===== src/rtl/core/tdt_pkg.sv =====
// Shared types, codes and widths for the table-driven DFA tokenizer.
// No dependencies; tdt_resq and the tokenizer top level import this package.
`default_nettype none

package tdt_pkg;

   localparam int DEFAULT_NUM_STATES = 128;
   localparam int DEFAULT_NUM_CHARS  = 128;

   localparam int OP_W       = 2;
   localparam int STATE_W    = 7;
   localparam int CHAR_W     = 7;
   localparam int ENTRY_W    = STATE_W + 1;
   localparam int ATTR_W     = 3;
   localparam int POS_W      = 16;
   localparam int STATUS_W   = 2;
   localparam int REQ_DATA_W = 32;
   localparam int RSP_DATA_W = 40;
   localparam int RESQ_DEPTH = 4;

   localparam logic [POS_W-1:0] POS_MAX = '1;

   localparam logic [OP_W-1:0] OP_WRITE_TRANS = 2'd0;
   localparam logic [OP_W-1:0] OP_WRITE_ATTR  = 2'd1;
   localparam logic [OP_W-1:0] OP_FEED        = 2'd2;

   localparam logic [1:0] ACT_SKIP   = 2'd1;
   localparam logic [1:0] ACT_RETURN = 2'd2;

   localparam logic [STATUS_W-1:0] ST_TOKEN      = 2'd0;
   localparam logic [STATUS_W-1:0] ST_BAD_ACTION = 2'd1;
   localparam logic [STATUS_W-1:0] ST_REJECT     = 2'd2;

   typedef struct packed {
      logic [STATUS_W-1:0] status;
      logic [STATE_W-1:0]  kind;
      logic [POS_W-1:0]    start;
      logic [POS_W-1:0]    length;
      logic                last;
   } tdt_result_type;

   typedef struct packed {
      logic           v0;
      logic           v1;
      tdt_result_type r0;
      tdt_result_type r1;
   } tdt_push_type;

   typedef struct packed {
      logic                emit;
      logic                halt;
      logic [STATUS_W-1:0] status;
   } tdt_close_type;

   function automatic tdt_close_type tdt_close(input logic [ATTR_W-1:0] attr);
      tdt_close_type res;
      res = '0;
      if (!attr[0]) begin
         res.emit   = 1'b1;
         res.halt   = 1'b1;
         res.status = ST_REJECT;
      end else begin
         case (attr[2:1])
            ACT_RETURN: begin
               res.emit   = 1'b1;
               res.status = ST_TOKEN;
            end
            ACT_SKIP: begin
               res.emit = 1'b0;
            end
            default: begin
               res.emit   = 1'b1;
               res.status = ST_BAD_ACTION;
            end
         endcase
      end
      return res;
   endfunction

endpackage

`default_nettype wire


===== src/rtl/core/tdt_resq.sv =====
// Result queue of the tokenizer: takes up to two results per cycle, hands out one when out_ready is high.
// Depends on tdt_pkg for the result and push types and the queue depth.
`default_nettype none

module tdt_resq (
   input  wire logic                                  clock,
   input  wire logic                                  reset,
   input  wire tdt_pkg::tdt_push_type                 push,
   output logic                                       out_valid,
   input  wire logic                                  out_ready,
   output tdt_pkg::tdt_result_type                    out_data,
   output logic [$clog2(tdt_pkg::RESQ_DEPTH):0]       level
);

   import tdt_pkg::*;

   localparam int PW = $clog2(RESQ_DEPTH);

   tdt_result_type entry_ff [RESQ_DEPTH];
   logic [PW-1:0]  wr_ff;
   logic [PW-1:0]  wr_in;
   logic [PW-1:0]  rd_ff;
   logic [PW-1:0]  rd_in;
   logic [PW:0]    count_ff;
   logic [PW:0]    count_in;
   logic           pop;
   logic [PW-1:0]  wr_next;

   assign out_valid = (count_ff != '0);
   assign out_data  = entry_ff[rd_ff];
   assign level     = count_ff;
   assign pop       = out_valid && out_ready;
   assign wr_next   = wr_ff + PW'(1);

   always_comb begin
      wr_in    = wr_ff + PW'(push.v0) + PW'(push.v1);
      rd_in    = rd_ff + PW'(pop);
      count_in = count_ff + (PW+1)'(push.v0) + (PW+1)'(push.v1) - (PW+1)'(pop);
   end

   always_ff @(posedge clock) begin
      if (reset) begin
         wr_ff    <= '0;
         rd_ff    <= '0;
         count_ff <= '0;
      end else begin
         wr_ff    <= wr_in;
         rd_ff    <= rd_in;
         count_ff <= count_in;
      end
   end

   always_ff @(posedge clock) begin
      if (push.v0) begin
         entry_ff[wr_ff] <= push.r0;
      end
      if (push.v1) begin
         entry_ff[wr_next] <= push.r1;
      end
   end

endmodule

`default_nettype wire


===== config.mk =====
export PLATFORM = sky130hd
export DESIGN_NAME = tdt_resq
export DESIGN_NICKNAME = d
export VERILOG_FILES = /design/src/rtl/core/tdt_pkg.sv /design/src/rtl/core/tdt_resq.sv
export SDC_FILE = /design/constraint.sdc
export NUM_CORES = 1
export LEC_CHECK = 0
export ABC_AREA = 1
export BUFFER_PORTS_ARGS = -buffer_cell sky130_fd_sc_hd__buf_4
export CAP_MARGIN = 0
export CORE_ASPECT_RATIO = 1.4
export CORE_UTILIZATION = 55
export DETAILED_ROUTE_END_ITERATION = 10
export GPL_ROUTABILITY_DRIVEN = 0
export HOLD_SLACK_MARGIN = 0.03
export PLACE_DENSITY = 0.85
export SYNTH_ARGS = -nofsm -noshare
export SYNTH_HDL_FRONTEND = slang
export SYNTH_SLANG_ARGS = --single-unit

===== constraint.sdc =====
create_clock -name clock -period 5.88 [get_ports clock]
set_clock_uncertainty 0.15 [all_clocks]
set_input_delay 1.176 -clock clock [delete_from_list [all_inputs] [get_ports clock]]
set_output_delay 1.176 -clock clock [all_outputs]
set_load 0.01 [all_outputs]

==> results_dict.tcl, run 1 <==
set metrics [dict create \
    wl_per_cell_um 15.5 \
    synth-edff-count 168 \
    switching_power_mw 1.31 \
    vias 6788 \
    synth_area_per_cell_um2 9.20 \
    die_w_um 109 \
    rr_startpoint "wr_ff[1]" \
    report.power.total_mw 3.93 \
    r2r_slack_ns 2.74 \
    holdPathStages 3 \
    cts.htree.levels 4 \
    endpoint_kind "output port" \
    worst_pin_slew_ns 1.15 \
    fillers 1173 \
    nets 1143 \
    crit_arrival_ns 2.56 \
    ant_nets 0 \
    grt_overflow_total 0 \
    crit_type "register to output port" \
    p_leak_nw 4.49 \
    switching_share_pct 33.4 \
    die-area_um2 16500 \
    slew_viol_final 0 \
    first_global_vias 6653 \
    p_int_mw 2.61 \
    clock.fmax_mhz 258 \
    regArea_um2 5190 \
    cp_slowest_cell "dfxtp_4" \
    ys_ff_latch 175 \
    hpwlAfterDp_um 11900 \
    peakVddDrop_v 0.000317 \
    layout_min_cycle_time_ns 3.88 \
    clockBufferDepth 2 \
    ys.flop_type "edfxtp_1" \
    hold_start "level[1]" \
    vias_per_cell 5.40 \
    cp.required_ns 4.55 \
    finalHoldViolCount 0 \
    grt_pass1_wl_um 31100 \
    cp-start-kind "register" \
    antennaDiodeCount 0 \
    power_frac_comb_pct 29.6 \
    cpPeakStageDelay_ns 1.10 \
    seq_area_frac_synth_pct 59.1 \
    synth_top_area_share_pct 57.5 \
    clk_pin_slew_ns 0.07 \
    r2r-end "entry_ff[3][24]" \
    yosys.area.top_type "edfxtp_1" \
    placed_area_um2 9830 \
    initial_core_util_pct 56.2 \
    synth.area.top_cells "edfxtp_1 (57%), o21ai_0 (12%), nand2_1 (11%)" \
    cts_root_buf "clkbuf_16" \
    multiInputGateArea_um2 2830 \
    grt_max_degree 127 \
    yosysMostFrequentCell "nand2_1" \
    numCtsBuffers 17 \
    cts.sinks 175 \
    dp_cells 1226 \
    ios 135 \
    syn_nets 1048 \
    slew_headroom_pct 23.1 \
    io_buffers 134 \
    async_flop_share_pct 0 \
    cts_tree "done" \
    synthCells 954 \
    drv_cap 0 \
    crit_fanout 126 \
    crit_buf_inv 2 \
    grt_antenna_before_repair 0 \
    netlist_area_um2 8780 \
    worst-r2r-cell-count 2 \
    p_per_area_nw_per_um2 379 \
    fin_crit_sh_pct 66.0 \
    die_y_um 151 \
    path_cells "buf_4, a21oi_1, o21ai_0, nand2_1, buf_4" \
    hp-class "register to register" \
    drive_gt1_share_pct 16.9 \
    routed_wl_um 19500 \
    num_rows 54 \
    whs_endpoint "level[2]" \
    drt-initial-drc-count 402 \
    synth_cell_types 23 \
    dr.pass1.iters 5 \
    core-area_um2 15600 \
    insertion_delay_ns 0.43 \
    rsz0062_at_grt "no" \
    clockPowerShare_pct 25.6 \
    area_growth_syn_to_layout_pct 18.0 \
    post_cts_buffers 0 \
    p_seq_share_pct 44.8 \
    setup-tns-final_ns 0 \
    setup_viol 0 \
    synth_common_cells "nand2_1 (257), o21ai_0 (202), edfxtp_1 (168), inv_1 (137), a21oi_1 (43)" \
    final_cell_area_um2 10400 \
    ys_warn_count 0 \
    globalRouteTotalUtil_pct 24.9 \
    cp_common_cell "buf_4" \
    status "finished, final reports clean" \
    drc 0 \
    cpLargestDelayFamily "flip-flops" \
    finalNonFillerCells 1258 \
    holdBufCountCts 0 \
    final_core_util_pct 66.3 \
    post_cts_resized 0 \
]
==> cells in the final DEF, fill, tap and decap left out, types with 3 or more instances in the layout <==
master      instances
nand2_1           256
o21ai_0           202
edfxtp_1          168
buf_4             140
inv_1             137
a21oi_1            43
o211ai_1           42
clkbuf_16          17
o21ai_1             8
nor2_1              8
clkinvlp_4          5
dfxtp_1             5
nand3_4             3
o31ai_4             3
fa_1                3
clkinv_2            3
==> registers in the layout, indices dropped and copies added (netlist names) <==
name / count
rd_ff: 2
level: 3
entry_ff: 168
wr_ff: 2
==> worst reg2reg max path: stages, from the launching register on <==
cell and delay (ns):
dfxtp_1 0.64, nand3_4 0.76, nand2_2 1.20
==> metrics by stage <==
stage	worst slack (ns)	hold WS, ns
2_1_floorplan	0.841	0.425
3_3_place_gp	2.16	0.416
3_5_place_dp	2.07	0.417
4_1_cts	1.99	0.444
5_1_grt	1.79	0.491
6_report	2.00	0.438
==> final cells by class <==
class                   count  area share, %
multi-input cells         577           27.3
clock inverters            14          0.918
well taps                 196           2.37
inverters                 138           5.00
flip-flops and latches    175           50.1
clock buffers              18           4.15
repair buffers            140           10.2
==> cells by family (layout without fill, tap and decap cells) <==
| logic type | after synthesis | count (layout) | share of synthesized area, % |
|---|---|---|---|
| buffers and inverters | 202 | 310 | 9.65 |
| xor gates and xnor gates | 2 | 2 | 0.200 |
| AOI/OAI and AO/OA | 299 | 299 | 18.4 |
| adders and majority gates | 5 | 5 | 0.969 |
| and+or+nand+nor | 271 | 271 | 11.7 |
| DFF | 175 | 175 | 59.1 |
==> per-layer routing <==
layer	routed length [um]	share of wire (%)	GRT usage [%]
met5	0	0	0
met4	710	3.6	13.5
met3	1270	6.5	4.92
met2	10300	53	43.9
met1	7250	37	28.3
==> power by group through the flow <==
stage,Combinational [mW],Clock [mW],Sequential (mW)
3_3_place_gp,1.12,0,1.77
3_5_place_dp,1.16,0,1.78
5_1_grt,1.30,1.05,1.78
2_1_floorplan,0.770,0,1.67
4_1_cts,1.17,1.01,1.76
6_report,1.16,1.01,1.76
==> how the worst max path moves through the flow <==
stage                  start               to  slack [ns]  cells after the start
floorplan           push[85]   entry_ff[2][0]        0.84                      2
global placement    push[84]  entry_ff[3][27]        2.16                      3
detailed placement  push[84]  entry_ff[3][25]        2.07                      3
finish              rd_ff[0]     out_data[20]        2.00                      5
CTS                 rd_ff[0]     out_data[20]        1.99                      5
global route        rd_ff[0]     out_data[20]        1.79                      5
(Power assumes the default switching activity.)
==> run 2, diff against run 1 <==
==> constraint.sdc (replaced) <==
create_clock -name clock -period 3.6 [get_ports clock]
set_clock_uncertainty 0.15 [all_clocks]
set_input_delay 0.72 -clock clock [delete_from_list [all_inputs] [get_ports clock]]
set_output_delay 0.72 -clock clock [all_outputs]
set_load 0.01 [all_outputs]
==> run 2 against run 1 <==
- final area grew 1.5%
- via count grew 0.43%
- combinational power grew 78%
- global-route usage grew 0.21 points
- worst hold slack lost 0.072 ns
- die area is the same
- critical path depth is the same
- clock-buffer cell count shrank 1
- sequential power grew 57%
- setup slack lost 1.2 ns
- first-iteration DRC count grew 22%
- register-to-register slack lost 1.5 ns
- largest cell class unchanged
- largest power group unchanged
==> results_dict.tcl, run 2 (synthesized netlist as in run 1, its figures left out) <==
set metrics [dict create \
    antennaDiodeCount 0 \
    fin_crit_sh_pct 78.3 \
    die-area_um2 16500 \
    clock.fmax_mhz 355 \
    globalRouteTotalUtil_pct 25.1 \
    nets 1152 \
    p_leak_nw 4.57 \
    setup-tns-final_ns 0 \
    final_cell_mix "nand2_1 (256), o21ai_0 (202), edfxtp_1 (168)" \
    insertion_delay_ns 0.42 \
    crit_type "register to output port" \
    grt_max_degree 85 \
    core-area_um2 15600 \
    crit_arrival_ns 1.95 \
    slew_headroom_pct 44.7 \
    report.power.total_mw 6.62 \
    largest-register "entry_ff" \
    cp-start-kind "register" \
    whs_endpoint "rd_ff[0]" \
    p_per_area_nw_per_um2 630 \
    ant_nets 0 \
    num_rows 54 \
    layout_min_cycle_time_ns 2.82 \
    drc 0 \
    post_cts_buffers 0 \
    first_global_vias 6699 \
    routed_wl_um 19600 \
    io_buffers 134 \
    grt_pass1_wl_um 31400 \
    vias_per_cell 5.38 \
    setup_viol 0 \
    regArea_um2 5190 \
    endpoint_kind "output port" \
    cts_tree "done" \
    cts.sinks 175 \
    grt_antenna_before_repair 0 \
    drive_gt1_share_pct 17.6 \
    hp-class "primary input to register" \
    r2r_slack_ns 1.27 \
    clk_pin_slew_ns 0.06 \
    holdBufCountCts 0 \
    clockBufferDepth 2 \
    rsz0062_at_grt "no" \
    hold_start "reset" \
    fillers 1161 \
    vias 6817 \
    largest_reg_flops 168 \
    initial_core_util_pct 56.2 \
    holdPathStages 2 \
    area_growth_syn_to_layout_pct 19.7 \
    cts_root_buf "clkbuf_16" \
    hold_ws_ns 0.366 \
    layout_commonest_cell "nand2_1" \
    finalHoldViolCount 0 \
    drt-initial-drc-count 490 \
    die_w_um 109 \
    worst-r2r-cell-count 4 \
    slew_viol_final 0 \
    hpwlAfterDp_um 12000 \
    grt_overflow_total 0 \
    multiInputGateArea_um2 2830 \
    crit_fanout 52 \
    dr.pass1.iters 5 \
    numCtsBuffers 17 \
    ios 135 \
    worst_pin_slew_ns 0.829 \
    r2r-end "entry_ff[3][10]" \
    peakVddDrop_v 0.000516 \
    cp-startpoint "rd_ff[0]" \
    cts.htree.levels 4 \
    die_y_um 151 \
    post_cts_resized 0 \
    drv_cap 0 \
    cp.required_ns 2.73 \
    status "finished, final reports clean" \
    rr_startpoint "wr_ff[0]" \
    wl_per_cell_um 15.5 \
]
## run 2: report_power, final
group | leakage [nW] | internal (mW) | switching [mW] | total, mW
combinational | 2.66 | 0.838 | 1.23 | 2.07
clock | 0.268 | 1.02 | 0.758 | 1.77
sequential | 1.64 | 2.59 | 0.178 | 2.77
total | 4.57 | 4.45 | 2.17 | 6.62
## run 2: routing by layer
layer | track usage [%] | vias up | part of all wire, %
met3 | 4.70 | 44 | 6.6
met4 | 12.9 | 0 | 3.0
li1 | - | 3412 | -
met1 | 29.9 | 3097 | 38
met2 | 43.3 | 264 | 53
met5 | 0 | - | 0
## run 2: critical path: stages (launching register included)
cell and delay, ns:
dfxtp_4 0.68, buf_4 0.37, nand2_1 0.10, o211ai_1 0.09, nand2_1 0.11, buf_4 0.15
## run 2: through the flow
stage                     util [%]  worst slack [ns]  instance area (um^2)  instances
after floorplan                  -            -0.983                  8780        954
after global placement        63.7              1.05                  9930       1235
after detailed placement      63.7             0.997                  9930       1235
after CTS                     67.3             0.797                 10500       1267
after global routing          67.3             0.626                 10500       1267
final                         67.3             0.781                 10500       1267
## run 2: worst max path at each step
stage	to	slack, ns
global route	out_data[26]	0.63
detailed placement	level[2]	1.0
global placement	level[2]	1.05
CTS	out_data[33]	0.80
finish	out_data[29]	0.78
floorplan	entry_ff[2][0]	-0.98
## run 2: cell type report
type                       count  area share [%]
sequential                   175            49.4
multi-input combinational    577            26.9
timing repair buffer         149            11.0
inverter                     138            4.93
clock buffer                  17            4.05
tap                          196            2.33
clock inverter                15            1.39
